File: config.mk
export PLATFORM = sky130hd
export DESIGN_NAME = dcf77_time_code_decoder_flat
export DESIGN_NICKNAME = d
export VERILOG_FILES = /design/src/rtl/core/dcf_pkg.sv /design/src/rtl/core/dcf_beat_if.sv /design/src/rtl/core/dcf_result_if.sv /design/src/rtl/core/dcf77_time_code_decoder.sv /design/src/rtl/core/dcf_frame.sv /design/src/flat_wrapper.sv
export SDC_FILE = /design/constraint.sdc
export NUM_CORES = 1
export LEC_CHECK = 0
export BUFFER_PORTS_ARGS = -buffer_cell sky130_fd_sc_hd__buf_2
export CORE_UTILIZATION = 44
export DETAILED_ROUTE_END_ITERATION = 8
export GPL_TIMING_DRIVEN = 0
export REMOVE_ABC_BUFFERS = 1
export SYNTH_ARGS = -nofsm -noshare
export SYNTH_HDL_FRONTEND = slang
export SYNTH_SLANG_ARGS = --single-unit
File: constraint.sdc
create_clock -name clk -period 4.8 [get_ports clk]
set_input_delay 1.2 -clock clk [delete_from_list [all_inputs] [get_ports clk]]
set_output_delay 1.2 -clock clk [all_outputs]
set_load 0.005 [all_outputs]
File: src/rtl/core/dcf_pkg.sv
package dcf_pkg;

    // Configuration register indexes
    localparam int unsigned CFG_INDEX_W = 3;
    localparam logic [CFG_INDEX_W-1:0] CFG_ZERO_MIN  = 3'd0;
    localparam logic [CFG_INDEX_W-1:0] CFG_ZERO_MAX  = 3'd1;
    localparam logic [CFG_INDEX_W-1:0] CFG_ONE_MIN   = 3'd2;
    localparam logic [CFG_INDEX_W-1:0] CFG_ONE_MAX   = 3'd3;
    localparam logic [CFG_INDEX_W-1:0] CFG_START_MIN = 3'd4;
    localparam logic [CFG_INDEX_W-1:0] CFG_START_MAX = 3'd5;

    localparam int unsigned CFG_DATA_W = 16;

    // Threshold defaults after reset, in ms
    localparam logic [CFG_DATA_W-1:0] ZERO_MIN_DEFAULT  = 16'd40;
    localparam logic [CFG_DATA_W-1:0] ZERO_MAX_DEFAULT  = 16'd130;
    localparam logic [CFG_DATA_W-1:0] ONE_MIN_DEFAULT   = 16'd140;
    localparam logic [CFG_DATA_W-1:0] ONE_MAX_DEFAULT   = 16'd230;
    localparam logic [CFG_DATA_W-1:0] START_MIN_DEFAULT = 16'd1600;
    localparam logic [CFG_DATA_W-1:0] START_MAX_DEFAULT = 16'd2000;

    typedef enum logic [2:0] {
        CLS_IDLE  = 3'd0,
        CLS_GAP   = 3'd1,
        CLS_START = 3'd2,
        CLS_ZERO  = 3'd3,
        CLS_ONE   = 3'd4
    } pulse_class_t;

    typedef struct packed {
        logic [CFG_DATA_W-1:0] zero_min_ms;
        logic [CFG_DATA_W-1:0] zero_max_ms;
        logic [CFG_DATA_W-1:0] one_min_ms;
        logic [CFG_DATA_W-1:0] one_max_ms;
        logic [CFG_DATA_W-1:0] start_min_ms;
        logic [CFG_DATA_W-1:0] start_max_ms;
    } dcf_cfg_t;

    typedef struct packed {
        logic        pin_level;
        logic [15:0] pulse_ms;
        logic [4:0]  clock_day;
        logic [3:0]  clock_month;
        logic [6:0]  clock_year;
    } dcf_beat_t;

    typedef struct packed {
        logic [2:0] pulse_class;
        logic       decode_failed;
        logic       commit;
        logic       date_from_signal;
        logic [6:0] out_minute;
        logic [5:0] out_hour;
        logic [5:0] out_day;
        logic [4:0] out_month;
        logic [7:0] out_year;
        logic [5:0] frame_position;
    } dcf_result_t;

endpackage

File: src/rtl/core/dcf_beat_if.sv
interface dcf_beat_if;
    import dcf_pkg::*;

    logic      valid;
    logic      ready;
    dcf_beat_t data;

    modport source (output valid, output data, input ready);
    modport sink   (input valid, input data, output ready);
endinterface

File: src/rtl/core/dcf_result_if.sv
interface dcf_result_if;
    import dcf_pkg::*;

    logic        valid;
    logic        ready;
    dcf_result_t data;

    modport source (output valid, output data, input ready);
    modport sink   (input valid, input data, output ready);
endinterface

File: src/rtl/core/dcf77_time_code_decoder.sv
// Channel   Modport  Beat carries                                   Accepted when
// pulse     sink     pin_level, pulse_ms, clock_day/month/year       valid && ready
// result    source   pulse_class, flags, decoded time, frame_position valid && ready
// config    write    write_en, reg_index, write_data                 write_en high
//
// One beat per cycle sustained while result is not stalled; a result passes through the input
// register, then one pass of frame logic into the result register, before it is presented.
// Reset restores the default windows and clears the frame decoder and both stages.
// While result is stalled the result register holds and one more beat can still enter
// the input register; pulse.ready then drops until the result moves on.
module dcf77_time_code_decoder (
    input  logic                             clk,
    input  logic                             rst_n,
    dcf_beat_if.sink                         pulse,
    dcf_result_if.source                     result,
    input  logic                             write_en,
    input  logic [dcf_pkg::CFG_INDEX_W-1:0]  reg_index,
    input  logic [dcf_pkg::CFG_DATA_W-1:0]   write_data
);
    import dcf_pkg::*;

    dcf_cfg_t    cfg_reg;
    dcf_beat_t   beat_reg;
    logic        beat_valid_reg;
    dcf_result_t result_reg;
    logic        result_valid_reg;
    dcf_result_t frame_res;
    logic        advance;

    // Move the held beat into the result register when the output has room
    assign advance     = beat_valid_reg && (!result_valid_reg || result.ready);
    assign pulse.ready = !beat_valid_reg || advance;

    assign result.valid = result_valid_reg;
    assign result.data  = result_reg;

    // Write configuration registers
    always_ff @(posedge clk or negedge rst_n)
    begin
        if (!rst_n)
        begin
            cfg_reg.zero_min_ms  <= ZERO_MIN_DEFAULT;
            cfg_reg.zero_max_ms  <= ZERO_MAX_DEFAULT;
            cfg_reg.one_min_ms   <= ONE_MIN_DEFAULT;
            cfg_reg.one_max_ms   <= ONE_MAX_DEFAULT;
            cfg_reg.start_min_ms <= START_MIN_DEFAULT;
            cfg_reg.start_max_ms <= START_MAX_DEFAULT;
        end
        else if (write_en)
        begin
            unique case (reg_index)
                CFG_ZERO_MIN:  cfg_reg.zero_min_ms  <= write_data;
                CFG_ZERO_MAX:  cfg_reg.zero_max_ms  <= write_data;
                CFG_ONE_MIN:   cfg_reg.one_min_ms   <= write_data;
                CFG_ONE_MAX:   cfg_reg.one_max_ms   <= write_data;
                CFG_START_MIN: cfg_reg.start_min_ms <= write_data;
                CFG_START_MAX: cfg_reg.start_max_ms <= write_data;
                default: ;
            endcase
        end
    end

    // Input stage valid
    always_ff @(posedge clk or negedge rst_n)
    begin
        if (!rst_n)
            beat_valid_reg <= 1'b0;
        else if (pulse.ready)
            beat_valid_reg <= pulse.valid;
    end

    // Capture the input beat
    always_ff @(posedge clk)
    begin
        if (pulse.valid && pulse.ready)
            beat_reg <= pulse.data;
    end

    dcf_frame u_frame (
        .clk   (clk),
        .rst_n (rst_n),
        .step  (advance),
        .beat  (beat_reg),
        .cfg   (cfg_reg),
        .res   (frame_res)
    );

    // Result stage valid
    always_ff @(posedge clk or negedge rst_n)
    begin
        if (!rst_n)
            result_valid_reg <= 1'b0;
        else if (advance)
            result_valid_reg <= 1'b1;
        else if (result.ready)
            result_valid_reg <= 1'b0;
    end

    // Hold the result until taken
    always_ff @(posedge clk)
    begin
        if (advance)
            result_reg <= frame_res;
    end

endmodule

File: src/rtl/core/dcf_frame.sv
module dcf_frame (
    input  logic                 clk,
    input  logic                 rst_n,
    input  logic                 step,
    input  dcf_pkg::dcf_beat_t   beat,
    input  dcf_pkg::dcf_cfg_t    cfg,
    output dcf_pkg::dcf_result_t res
);
    import dcf_pkg::*;

    // Frame positions
    localparam logic [5:0] POS_START_BIT = 6'd21;
    localparam logic [5:0] POS_MIN0      = 6'd22;
    localparam logic [5:0] POS_MIN_PAR   = 6'd29;
    localparam logic [5:0] POS_HOUR0     = 6'd30;
    localparam logic [5:0] POS_HOUR_PAR  = 6'd36;
    localparam logic [5:0] POS_DAY0      = 6'd37;
    localparam logic [5:0] POS_DOW0      = 6'd43;
    localparam logic [5:0] POS_MON0      = 6'd46;
    localparam logic [5:0] POS_YEAR0     = 6'd51;
    localparam logic [5:0] POS_DATE_PAR  = 6'd59;

    localparam logic [6:0] LAST_MINUTE = 7'd59;
    localparam logic [5:0] LAST_HOUR   = 6'd23;

    function automatic logic [7:0] bcd_weight(input logic [2:0] idx);
        logic [7:0] w;
        unique case (idx)
            3'd0: w = 8'd1;
            3'd1: w = 8'd2;
            3'd2: w = 8'd4;
            3'd3: w = 8'd8;
            3'd4: w = 8'd10;
            3'd5: w = 8'd20;
            3'd6: w = 8'd40;
            default: w = 8'd80;
        endcase
        return w;
    endfunction

    logic [5:0] position_reg, position_next;
    logic [6:0] minute_reg,   minute_next;
    logic [5:0] hour_reg,     hour_next;
    logic [5:0] day_reg,      day_next;
    logic [4:0] month_reg,    month_next;
    logic [7:0] year_reg,     year_next;
    logic       parity_reg,   parity_next;
    logic       pending_reg,  pending_next;

    logic       in_zero, in_one, in_start;
    logic       bit_val, clear;
    logic [7:0] w_min, w_hour, w_day, w_mon, w_year;
    logic [5:0] off_min, off_hour, off_day, off_mon, off_year;
    logic [6:0] dec_minute;
    logic [5:0] dec_hour;
    logic       date_ok;

    // Classify the interval against the windows (all bounds exclusive)
    assign in_zero  = (beat.pulse_ms > cfg.zero_min_ms) && (beat.pulse_ms < cfg.zero_max_ms);
    assign in_one   = (beat.pulse_ms > cfg.one_min_ms) && (beat.pulse_ms < cfg.one_max_ms);
    assign in_start = (beat.pulse_ms > cfg.start_min_ms) && (beat.pulse_ms < cfg.start_max_ms);

    // Pick BCD weights from the offset inside each field
    assign off_min  = position_reg - POS_MIN0;
    assign off_hour = position_reg - POS_HOUR0;
    assign off_day  = position_reg - POS_DAY0;
    assign off_mon  = position_reg - POS_MON0;
    assign off_year = position_reg - POS_YEAR0;
    assign w_min    = bcd_weight(off_min[2:0]);
    assign w_hour   = bcd_weight(off_hour[2:0]);
    assign w_day    = bcd_weight(off_day[2:0]);
    assign w_mon    = bcd_weight(off_mon[2:0]);
    assign w_year   = bcd_weight(off_year[2:0]);

    // Step back one minute, borrowing from the hour
    assign dec_minute = (minute_reg != '0) ? minute_reg - 7'd1 : LAST_MINUTE;
    assign dec_hour   = (minute_reg != '0) ? hour_reg :
                        ((hour_reg != '0) ? hour_reg - 6'd1 : LAST_HOUR);
    assign date_ok    = ((day_reg != '0) || (month_reg != '0) || (year_reg != '0))
                        && !((dec_minute == '0) && (dec_hour == '0));

    // Walk the frame and build the result
    always_comb
    begin
        position_next = position_reg;
        minute_next   = minute_reg;
        hour_next     = hour_reg;
        day_next      = day_reg;
        month_next    = month_reg;
        year_next     = year_reg;
        parity_next   = parity_reg;
        pending_next  = pending_reg;
        clear         = 1'b0;
        bit_val       = in_zero ? 1'b0 : 1'b1;
        res           = '0;

        if (beat.pulse_ms != '0)
        begin
            if (beat.pin_level)
            begin
                if (in_zero || in_one)
                begin
                    res.pulse_class = in_zero ? 3'(CLS_ZERO) : 3'(CLS_ONE);
                    if (position_reg == '0)
                    begin
                        // ignore bits while waiting for the minute mark
                    end
                    else if (position_reg < POS_START_BIT)
                    begin
                        position_next = position_reg + 6'd1;
                    end
                    else if (position_reg == POS_START_BIT)
                    begin
                        if (!bit_val)
                            clear = 1'b1;
                        position_next = position_reg + 6'd1;
                    end
                    else if (position_reg < POS_MIN_PAR)
                    begin
                        if (bit_val)
                            minute_next = minute_reg + w_min[6:0];
                        parity_next   = parity_reg ^ bit_val;
                        position_next = position_reg + 6'd1;
                    end
                    else if (position_reg == POS_MIN_PAR || position_reg == POS_HOUR_PAR)
                    begin
                        if (parity_reg != bit_val)
                            clear = 1'b1;
                        parity_next   = 1'b0;
                        position_next = position_reg + 6'd1;
                        if (position_reg == POS_HOUR_PAR)
                            pending_next = 1'b1;
                    end
                    else if (position_reg < POS_HOUR_PAR)
                    begin
                        if (bit_val)
                            hour_next = hour_reg + w_hour[5:0];
                        parity_next   = parity_reg ^ bit_val;
                        position_next = position_reg + 6'd1;
                    end
                    else if (position_reg < POS_DOW0)
                    begin
                        if (bit_val)
                            day_next = day_reg + w_day[5:0];
                        parity_next   = parity_reg ^ bit_val;
                        position_next = position_reg + 6'd1;
                    end
                    else if (position_reg < POS_MON0)
                    begin
                        parity_next   = parity_reg ^ bit_val;
                        position_next = position_reg + 6'd1;
                    end
                    else if (position_reg < POS_YEAR0)
                    begin
                        if (bit_val)
                            month_next = month_reg + w_mon[4:0];
                        parity_next   = parity_reg ^ bit_val;
                        position_next = position_reg + 6'd1;
                    end
                    else if (position_reg < POS_DATE_PAR)
                    begin
                        if (bit_val)
                            year_next = year_reg + w_year;
                        parity_next   = parity_reg ^ bit_val;
                        position_next = position_reg + 6'd1;
                    end
                    else if (position_reg == POS_DATE_PAR)
                    begin
                        if (parity_reg != bit_val)
                            clear = 1'b1;
                        position_next = '0;
                        parity_next   = 1'b0;
                    end
                    else
                    begin
                        clear = 1'b1;
                    end
                end
                else
                begin
                    // bad high pulse: class stays idle
                    clear = 1'b1;
                end
            end
            else
            begin
                res.pulse_class = 3'(CLS_GAP);
                if (in_start)
                begin
                    res.pulse_class = 3'(CLS_START);
                    position_next   = 6'd1;
                end
                if (pending_reg)
                begin
                    res.commit           = 1'b1;
                    res.date_from_signal = date_ok;
                    res.out_minute       = dec_minute;
                    res.out_hour         = dec_hour;
                    res.out_day   = date_ok ? day_reg   : {1'b0, beat.clock_day};
                    res.out_month = date_ok ? month_reg : {1'b0, beat.clock_month};
                    res.out_year  = date_ok ? year_reg  : {1'b0, beat.clock_year};
                    minute_next  = '0;
                    hour_next    = '0;
                    day_next     = '0;
                    month_next   = '0;
                    year_next    = '0;
                    pending_next = 1'b0;
                end
            end
        end

        // Drop the whole decode on any failure
        if (clear)
        begin
            position_next = '0;
            minute_next   = '0;
            hour_next     = '0;
            day_next      = '0;
            month_next    = '0;
            year_next     = '0;
            parity_next   = 1'b0;
            pending_next  = 1'b0;
        end

        res.decode_failed  = clear;
        res.frame_position = position_next;
    end

    // Advance decoder state once per consumed beat
    always_ff @(posedge clk or negedge rst_n)
    begin
        if (!rst_n)
        begin
            position_reg <= '0;
            minute_reg   <= '0;
            hour_reg     <= '0;
            day_reg      <= '0;
            month_reg    <= '0;
            year_reg     <= '0;
            parity_reg   <= 1'b0;
            pending_reg  <= 1'b0;
        end
        else if (step)
        begin
            position_reg <= position_next;
            minute_reg   <= minute_next;
            hour_reg     <= hour_next;
            day_reg      <= day_next;
            month_reg    <= month_next;
            year_reg     <= year_next;
            parity_reg   <= parity_next;
            pending_reg  <= pending_next;
        end
    end

    a_position_range: assert property (@(posedge clk) disable iff (!rst_n)
        position_reg <= POS_DATE_PAR)
        else $error("frame position beyond frame end");

    a_fail_clears: assert property (@(posedge clk) disable iff (!rst_n)
        step && res.decode_failed |=> position_reg == '0 && !pending_reg && minute_reg == '0)
        else $error("failure did not clear decoder state");

    a_commit_needs_pending: assert property (@(posedge clk) disable iff (!rst_n)
        step && res.commit |-> pending_reg)
        else $error("commit without a pending hour parity");

    a_commit_clears: assert property (@(posedge clk) disable iff (!rst_n)
        step && res.commit |=> !pending_reg && day_reg == '0 && year_reg == '0)
        else $error("commit did not clear decoded fields");

endmodule

File: src/flat_wrapper.sv
// flat-port wrapper written by rule: the top's interface ports become plain ports
module dcf77_time_code_decoder_flat import dcf_pkg::*;
  (clk, rst_n, write_en, reg_index, write_data, pulse_valid, pulse_data, pulse_ready, result_valid, result_data, result_ready);
  dcf_beat_if pulse_i ();
  dcf_result_if result_i ();
  input  logic clk;
  input  logic rst_n;
  input  logic write_en;
  input  logic [dcf_pkg::CFG_INDEX_W-1:0] reg_index;
  input  logic [dcf_pkg::CFG_DATA_W-1:0] write_data;
  input wire logic [$bits(pulse_i.valid)-1:0] pulse_valid;
  input wire logic [$bits(pulse_i.data)-1:0] pulse_data;
  output wire logic [$bits(pulse_i.ready)-1:0] pulse_ready;
  output wire logic [$bits(result_i.valid)-1:0] result_valid;
  output wire logic [$bits(result_i.data)-1:0] result_data;
  input wire logic [$bits(result_i.ready)-1:0] result_ready;
  assign pulse_i.valid = pulse_valid;
  assign pulse_i.data = pulse_data;
  assign pulse_ready = pulse_i.ready;
  assign result_valid = result_i.valid;
  assign result_data = result_i.data;
  assign result_i.ready = result_ready;
  dcf77_time_code_decoder u_core (.clk(clk), .rst_n(rst_n), .pulse(pulse_i), .result(result_i), .write_en(write_en), .reg_index(reg_index), .write_data(write_data));
endmodule
==> results of run 1 <==
per-stage QoR:
step,setup WS [ps],TNS [ps]
after CTS,368.5,0
after global routing,105.7,0
after global placement,-211.0,-2956
after detailed placement,387.7,0
final,386.6,0
after floorplan,1226,0
cell type report:
type | count | area, um2 | share of cell area
Multi-Input combinational cell | 832 | 6330 | 0.4349
Sequential cell | 215 | 5792 | 0.3979
Clock buffer | 36 | 737.0 | 0.05063
Timing Repair Buffer | 113 | 666.9 | 0.04582
Tap cell | 378 | 473.0 | 0.03249
Inverter | 120 | 450.4 | 0.03095
Clock inverter | 10 | 106.4 | 0.007307
cells in the final DEF, fill, tap and decap left out, types with 11 or more instances in the layout:
cell type	count
a21o_1	26
a21oi_1	66
and3_1	11
buf_2	101
clkbuf_16	25
dfrtp_1	117
dfstp_2	21
edfxtp_1	77
ha_1	136
inv_1	118
mux2_2	38
mux2i_1	19
nand2_1	108
nand2b_1	14
nand3_1	16
nand4_1	16
nor2_1	51
nor2b_1	15
nor3_1	13
nor4_1	15
o21ai_0	94
xnor2_1	18
xor2_1	11
cells in the mapped netlist (4+ instances only):
library cell	count
a211oi_1	5
a21o_1	26
a21oi_1	66
a22o_1	7
a31oi_1	10
a32o_1	9
and2_1	7
and3_1	11
and4_1	7
clkbuf_1	29
dfrtp_1	117
dfstp_2	21
edfxtp_1	77
fa_1	5
ha_1	136
inv_1	119
mux2_2	38
mux2i_1	19
nand2_1	108
nand2b_1	14
nand3_1	16
nand4_1	16
nand4b_1	4
nor2_1	51
nor2b_1	15
nor3_1	15
nor3b_1	4
nor4_1	15
o211ai_1	7
o21a_1	7
o21ai_0	94
o2bb2ai_1	8
o2bb2ai_2	5
o31ai_1	5
or4_1	6
xnor2_1	18
xor2_1	11
report_power, final:
group          internal (mW)  switching (mW)
combinational          0.778            1.14
sequential              2.18           0.147
clock                   1.17           0.775
how the worst max path moves through the flow:
stage,to,slack [ps]
after floorplan,u_core.u_frame.day_reg[0]$_DFFE_PN0P_,1230
after global placement,u_core.u_frame.day_reg[4]$_DFFE_PN0P_,-210
after detailed placement,u_core.u_frame.month_reg[0]$_DFFE_PN0P_,390
after CTS,u_core.u_frame.month_reg[3]$_DFFE_PN0P_,370
after global routing,u_core.u_frame.day_reg[1]$_DFFE_PN0P_,110
final,u_core.u_frame.month_reg[3]$_DFFE_PN0P_,390
kinds of logic after synthesis:
kind of cell,after synthesis
compound gates,300
xor+xnor,29
fa+ha+maj,141
buf+inv,160
flops,215
mux,57
simple gates,305
metal layers:
layer / part of all wire / track usage / vias to the layer above / routed length, um
li1: - / - / 4591 / -
met1: 0.44 / 0.2696 / 4488 / 13440
met2: 0.49 / 0.3748 / 206 / 14730
met3: 0.034 / 0.02380 / 58 / 1021
met4: 0.037 / 0.07849 / 0 / 1133
met5: 0 / 0 / - / 0
==> results_dict.tcl, run 1 <==
set metrics [dict create \
    status "completed" \
    relSlewSlack 0.1161 \
    ys.flop_type "dfrtp_1" \
    power_mw 6.195 \
    worstHoldPathCells 1 \
    clkTransAtPathRegs_ps 60 \
    critPathTopFamily "compound AO/OA/AOI/OAI gates" \
    antenna_found_initial 0 \
    synth-seq-cells 215 \
    syn_area_um2 12730 \
    finalNetCount 1505 \
    clock_path_buffers 3 \
    synth-edff-count 77 \
    reg2reg_to "u_core.u_frame.month_reg[3]$_DFFE_PN0P_" \
    cts_tree "yes" \
    vias_per_cell 5.483 \
    hp-start "u_core.beat_valid_reg$_DFFE_PN0N_" \
    synthAdderAreaFrac 0.1415 \
    cts_root_buf "clkbuf_16" \
    io_pins 103 \
    hold_class "flop to flop" \
    instances_no_fill 1704 \
    rsz0062_at_grt "no" \
    p_leak_nw 6.587 \
    grt_pass1_vias 9229 \
    worstPathRequired_ps 5260 \
    htreeDepth 1 \
    path_buf_inv 0 \
    hold_buffers 0 \
    wl_per_cell_um 17.80 \
    syn2layout_area_growth_pct 14.33 \
    synth_top_family_by_area "compound AO/OA/AOI/OAI gates" \
    place_congestion 0.9023 \
    place_area_um2 13710 \
    worst_pin_slew_ps 1322 \
    synth_cells 1207 \
    numCtsBuffers 25 \
    synthArstFlopShare 0.6419 \
    clock_latency_ps 530 \
    setup_viol 0 \
    period_share 0.9195 \
    start_util 0.4533 \
    io_buffers 102 \
    reg2regPathDepth 9 \
    muxShareOfSynthArea 0.04855 \
    drv_cap 0 \
    drv_slew 0 \
    clock_sinks 215 \
    fmax_mhz 226.6 \
    drt_iter0_drc 553 \
    synth_xor_area_frac 0.01995 \
    power_density_nw_per_um2 425.6 \
    worstSetupPathType "flop to flop" \
    synth-seq-area-share 0.4549 \
    vias 9343 \
    dp_hpwl_mm 21.80 \
    crit_arrival_ps 4870 \
    fin_skew_ps 13.27 \
    cts-resized-gates 0 \
    placed_cells 1658 \
    crit_path_max_incr_delay_ps 690 \
    whs_endpoint "u_core.result.valid$_DFFE_PN0P_" \
    hold_viol_final 0 \
    cp_num_cells 9 \
    fin_area_um2 14560 \
    drive_gt1_frac 0.1855 \
    synth-compound-area-share 0.1630 \
    routed_wl_mm 30.33 \
    die-area_um2 29620 \
    synth-simple-area-share 0.1219 \
    startpoint_type "flop" \
    reg2reg_from "u_core.beat_reg[31]$_DFFE_PP_" \
    crit_fanout 11 \
    cts_setup_buffers 0 \
    drc 0 \
    endpoint_kind "flop" \
    slowest_stage "a41oi_2" \
    ff2ff_setup_slack_ps 390 \
    core_area_um2 28090 \
    synth_cell_types 85 \
    yosys_warnings 0 \
    yosysTopAreaCell "dfrtp_1" \
    utilization 0.5182 \
    cp_cell_sequence "ha_1, nand4_2, or4_4, a21o_1, a41oi_2, nand2_1, o21ai_1, and3_1, a32o_1" \
    finalCriticalPeriod_ps 4413 \
    largest_reg_flops 96 \
    dieWidth_um 172.1 \
    std_cell_rows 61 \
    grt_usage 0.2134 \
    num-fill-cells 2595 \
    drtAntennaViolNets 0 \
    hold_ws_ps 475.7 \
    insertedDiodeCount 0 \
    peakVddDrop_v 0.0002771 \
    yosysTopAreaCellShare 0.2300 \
    die_h_um 172.1 \
    synthTopCellsByArea "dfrtp_1, edfxtp_1, ha_1, dfstp_2, o21ai_0" \
    drt_pre_antenna_iters 5 \
    overflow 0 \
    cp-startpoint "u_core.beat_reg[31]$_DFFE_PP_" \
    grt_pass1_wl_mm 48.98 \
    avgSynthCellArea_um2 10.55 \
    grt_max_degree 75 \
]
Power figures use the tool's default switching activity.
==> inputs of run 2 (changes only) <==
--- a/config.mk
+++ b/config.mk
@@ -7,6 +7,7 @@
 export LEC_CHECK = 0
 export BUFFER_PORTS_ARGS = -buffer_cell sky130_fd_sc_hd__buf_2
 export CORE_UTILIZATION = 44
+export CTS_BUF_LIST = sky130_fd_sc_hd__clkbuf_2
 export DETAILED_ROUTE_END_ITERATION = 8
 export GPL_TIMING_DRIVEN = 0
 export REMOVE_ABC_BUFFERS = 1
==> constraint.sdc (replaced) <==
create_clock -name clk -period 3.65 [get_ports clk]
set_input_delay 0.9125 -clock clk [delete_from_list [all_inputs] [get_ports clk]]
set_output_delay 0.9125 -clock clk [all_outputs]
set_load 0.005 [all_outputs]
==> results_dict.tcl, run 2 (same netlist as run 1, synthesis figures left out) <==
set metrics [dict create \
    path_buf_inv 3 \
    reg2regPathDepth 11 \
    power_density_nw_per_um2 514.8 \
    crit_path_end "u_core.u_frame.day_reg[3]$_DFFE_PN0P_" \
    antenna_found_initial 1 \
    dieWidth_um 172.1 \
    endpoint_kind "flop" \
    fin_skew_ps 49.32 \
    fin_area_um2 14680 \
    reg2reg_to "u_core.u_frame.day_reg[3]$_DFFE_PN0P_" \
    overflow 0 \
    hold_viol_final 0 \
    period_share 0.9543 \
    p_leak_nw 6.742 \
    vias 9693 \
    grt_pass1_vias 9623 \
    drive_gt1_frac 0.2442 \
    crit_path_max_incr_delay_ps 610 \
    core_area_um2 28090 \
    peakVddDrop_v 0.0002706 \
    io_buffers 102 \
    drt_pre_antenna_iters 5 \
    wl_per_cell_um 17.35 \
    status "completed" \
    cp_num_cells 11 \
    slowest_stage "or4_4" \
    cts_tree "yes" \
    clkTransAtPathRegs_ps 100 \
    clock_sinks 215 \
    drv_slew 0 \
    grt_usage 0.2177 \
    cts_root_buf "clkbuf_2" \
    drtAntennaViolNets 0 \
    cp-startpoint "u_core.beat_reg[26]$_DFFE_PP_" \
    crit_arrival_ps 4210 \
    cp_cell_sequence "ha_1, nand4_1, or4_4, a21o_1, a41oi_4, buf_4, o41ai_4, buf_4, buf_4, a31o_2, a32o_1" \
    critical_path.most_common_cell "buf_4" \
    finalCriticalPeriod_ps 3483 \
    io_pins 103 \
    largest_reg_flops 96 \
    fmax_mhz 287.1 \
    dp_hpwl_mm 21.80 \
    num-fill-cells 2654 \
    worstPathRequired_ps 4380 \
    die_h_um 172.1 \
    worstSetupPathType "flop to flop" \
    crit_fanout 6 \
    drv_cap 0 \
    htreeDepth 2 \
    relSlewSlack 0.2585 \
    start_util 0.4533 \
    grt_max_degree 75 \
    worst_pin_slew_ps 1106 \
    reg2reg_from "u_core.beat_reg[26]$_DFFE_PP_" \
    hold_class "input port to flop" \
    mostFrequentLayoutCells "ha_1, inv_1, dfrtp_1" \
    final_common_cell "ha_1" \
    vias_per_cell 5.397 \
    instances_no_fill 1796 \
    numCtsBuffers 58 \
    syn2layout_area_growth_pct 15.32 \
    place_area_um2 13710 \
    critPathTopFamily "compound AO/OA/AOI/OAI gates" \
    die-area_um2 29620 \
    finalNetCount 1568 \
    clock_path_buffers 3 \
    ff2ff_setup_slack_ps 170 \
    placed_cells 1658 \
    drt_iter0_drc 534 \
    std_cell_rows 61 \
    drc 0 \
    routed_wl_mm 31.17 \
    place_congestion 0.9023 \
    grt_pass1_wl_mm 49.78 \
    clock_latency_ps 880 \
    setup_viol 0 \
    startpoint_type "flop" \
]
-- run 2: cell types whose count changed in the layout (fill, tap and decap cells not counted), sizes merged --
cell         previous run  this run
bufinv                  2         1
dlygate4sd3             0         1
buf                   113       142
clkinv                  7        15
clkbuf                 36        91
diode                   0         1
inv                   121       120
-- run 2: area by class of cell --
| cell class | count | area [um2] | area share |
|---|---|---|---|
| multi-input combinational | 832 | 6523 | 0.4443 |
| clock inverter | 16 | 86.33 | 0.005880 |
| antenna | 1 | 2.502 | 0.0001704 |
| timing repair buffer | 143 | 894.6 | 0.06093 |
| sequential | 215 | 5797 | 0.3948 |
| clock buffer | 91 | 455.4 | 0.03102 |
| inverter | 120 | 450.4 | 0.03068 |
| tap | 378 | 473.0 | 0.03221 |
-- run 2: repair_timing --
item                                    in CTS  in global routing
cloned                                       0                  0
pin swaps                                    2                  4
hold endpoints to repair                     7                  0
resized for setup                           18                 19
endpoints found under the setup margin      66                 53
buffers inserted                             2                 27
hold buffers                                 1                  0
-- run 2: power breakdown --
group          total, mW  switching [mW]  leakage [nW]  internal, mW
Sequential          3.04           0.179          2.46          2.86
Combinational       2.75            1.59          3.87          1.16
Clock               1.76            1.04         0.416         0.726
-- run 2: worst min path at each step --
stage / end / startpoint / cells after the start
after floorplan: u_core.result.valid$_DFFE_PN0P_ / u_core.beat_valid_reg$_DFFE_PN0N_ / 1
after global placement: u_core.result.valid$_DFFE_PN0P_ / u_core.beat_valid_reg$_DFFE_PN0N_ / 1
after detailed placement: u_core.result.valid$_DFFE_PN0P_ / u_core.beat_valid_reg$_DFFE_PN0N_ / 1
after CTS: u_core.beat_reg[24]$_DFFE_PP_ / pulse_data[24] / 1
after global routing: u_core.beat_reg[3]$_DFFE_PP_ / pulse_data[3] / 1
final: u_core.beat_reg[20]$_DFFE_PP_ / pulse_data[20] / 1
-- run 2: metrics by stage --
stage / hold slack [ps] / setup WS (ps) / total power, mW / utilization / setup TNS (ps)
2_1_floorplan: 456.9 / 75.93 / 4.904 / - / 0
3_3_place_gp: 465.2 / -1361 / 5.551 / 0.4816 / -126860
3_5_place_dp: 479.1 / -762.3 / 5.639 / 0.4882 / -28680
4_1_cts: 130.0 / 3.501 / 7.486 / 0.5112 / 0
5_1_grt: 120.2 / -2.206 / 8.138 / 0.5227 / -2.206
6_report: 206.0 / 166.6 / 7.558 / 0.5227 / 0
-- run 2: layer usage --
layer	wire length [um]	vias up	share of wire	track usage
met5	0	-	0	0
met4	1159	0	0.037	0.09427
met3	1309	85	0.042	0.03365
met2	15100	243	0.48	0.3775
met1	13600	4614	0.44	0.2677
li1	-	4751	-	-
==> inputs of run 3 (changes only) <==
--- a/config.mk
+++ b/config.mk
@@ -10,7 +10,6 @@
 export CTS_BUF_LIST = sky130_fd_sc_hd__clkbuf_2
 export DETAILED_ROUTE_END_ITERATION = 8
 export GPL_TIMING_DRIVEN = 0
-export REMOVE_ABC_BUFFERS = 1
 export SYNTH_ARGS = -nofsm -noshare
 export SYNTH_HDL_FRONTEND = slang
 export SYNTH_SLANG_ARGS = --single-unit
==> results_dict.tcl, run 3 (same netlist as run 1, synthesis figures left out) <==
set metrics [dict create \
    startpoint_type "flop" \
    status "completed" \
    grt_pass1_wl_mm 52.25 \
    setup_viol 0 \
    grtUsageMet1 0.2885 \
    fmax_mhz 280.5 \
    cts_tree "yes" \
    drive_gt1_frac 0.2386 \
    cts_root_buf "clkbuf_2" \
    io_pins 103 \
    register_area_um2 5796 \
    largest_reg_flops 96 \
    place_congestion 0.8867 \
    endpoint_kind "flop" \
    drt_iter0_drc 769 \
    hold_ws_ps 207.7 \
    die-area_um2 29620 \
    finalCriticalPeriod_ps 3565 \
    htreeDepth 2 \
    crit_arrival_ps 4350 \
    antenna_found_initial 1 \
    clock_sinks 215 \
    clock_latency_ps 870 \
    utilization 0.5212 \
    clkTransAtPathRegs_ps 110 \
    crit_fanout 9 \
    instances_no_fill 1825 \
    hold_viol_final 0 \
    cp_cell_sequence "ha_1, nand4_1, or4_4, o21ai_2, a41oi_2, o211a_1, o31ai_4, inv_2, or3_1, buf_6, o2bb2ai_2" \
    final_common_cell "ha_1" \
    drv_cap 0 \
    grt_usage 0.2288 \
    critPathTopFamily "compound AO/OA/AOI/OAI gates" \
    fin_skew_ps 79.97 \
    power_density_nw_per_um2 514.4 \
    drc 0 \
    worstSetupPathType "flop to flop" \
    top_usage_layer "met2" \
    placed_cells 1690 \
    relSlewSlack 0.5352 \
    multi_input_area_um2 6395 \
    met2_usage 0.3918 \
    crit_path_max_incr_delay_ps 570 \
    synth.net_count 1405 \
    numCtsBuffers 58 \
    clock_path_buffers 3 \
    wl_per_cell_um 17.90 \
    vias_per_cell 5.523 \
    fin_ws_ps 85.47 \
    hold_class "input port to flop" \
    syn2layout_area_growth_pct 15.00 \
    start_util 0.4533 \
    drtAntennaViolNets 0 \
    dieWidth_um 172.1 \
    core_area_um2 28090 \
    vias 10080 \
    std_cell_rows 61 \
    grt_max_degree 75 \
    grt_pass1_vias 9867 \
    slowest_stage "or4_4" \
    routed_wl_mm 32.67 \
    drt_pre_antenna_iters 5 \
    place_area_um2 13790 \
    dpl_worst_slack_ps -593.4 \
    drv_slew 0 \
    io_buffers 102 \
    worst_pin_slew_ps 690.8 \
    die_h_um 172.1 \
    period_share 0.9766 \
    worstPathRequired_ps 4430 \
    grt.met3_usage 0.03754 \
    finalNetCount 1596 \
    path_buf_inv 2 \
    mostFrequentLayoutCells "ha_1, inv_1, dfrtp_1" \
    p_leak_nw 6.759 \
    num-fill-cells 2650 \
    overflow 0 \
    fin_area_um2 14640 \
    dp_hpwl_mm 23.40 \
    peakVddDrop_v 0.0002627 \
]
==> run 3: through the flow <==
step / setup TNS [ps] / power, mW
6_report: 0 / 7.530
5_1_grt: -4.244 / 8.119
3_5_place_dp: -12800 / 5.669
4_1_cts: 0 / 7.449
3_3_place_gp: -67580 / 5.581
2_1_floorplan: 0 / 4.942
==> run 3: repair_timing <==
| item | in CTS | in global routing |
|---|---|---|
| setup buffers | 8 | 18 |
| hold buffers | 1 | 0 |
| setup endpoints to repair | 52 | 44 |
| pin swaps | 1 | 0 |
| endpoints found under the hold margin | 12 | 0 |
| gates resized for setup | 11 | 25 |
==> run 3: final timing paths <==
path	from	to	slack (ps)	cells past startpoint
worst max register to register	u_core.beat_reg[25]$_DFFE_PP_	u_core.u_frame.minute_reg[5]$_DFFE_PN0P_	90	11
worst max-delay path	u_core.beat_reg[25]$_DFFE_PP_	u_core.u_frame.minute_reg[5]$_DFFE_PN0P_	90	11
worst min register to register	u_core.beat_valid_reg$_DFFE_PN0N_	u_core.result.valid$_DFFE_PN0P_	490	1
min in group asynchronous	rst_n	u_core.cfg_reg[60]$_DFFE_PN0P_	590	2
max in group asynchronous	rst_n	u_core.u_frame.position_reg[0]$_DFFE_PN0P_	2200	3
worst min-delay path	pulse_data[11]	u_core.beat_reg[11]$_DFFE_PP_	210	1
==> run 3: layer usage <==
| layer | share of wire | routed length [um] |
|---|---|---|
| met4 | 0.030 | 974 |
| met5 | 0 | 0 |
| met2 | 0.49 | 15980 |
| met3 | 0.052 | 1701 |
| met1 | 0.43 | 14010 |
==> run 3: report_power, final <==
group	internal [mW]	switching [mW]	leakage [nW]
Combinational	1.18	1.62	3.88
Clock	0.677	1.03	0.416
Sequential	2.86	0.159	2.46
==> run 3: area by class of cell <==
class	count	share of cell area
Inverter	120	0.03154
Clock buffer	94	0.03213
Tap cell	378	0.03230
Timing Repair Buffer	132	0.05393
Multi-Input combinational cell	832	0.4368
Sequential cell	215	0.3959
Buffer	39	0.01333
Clock inverter	14	0.003931
Antenna cell	1	0.0001709
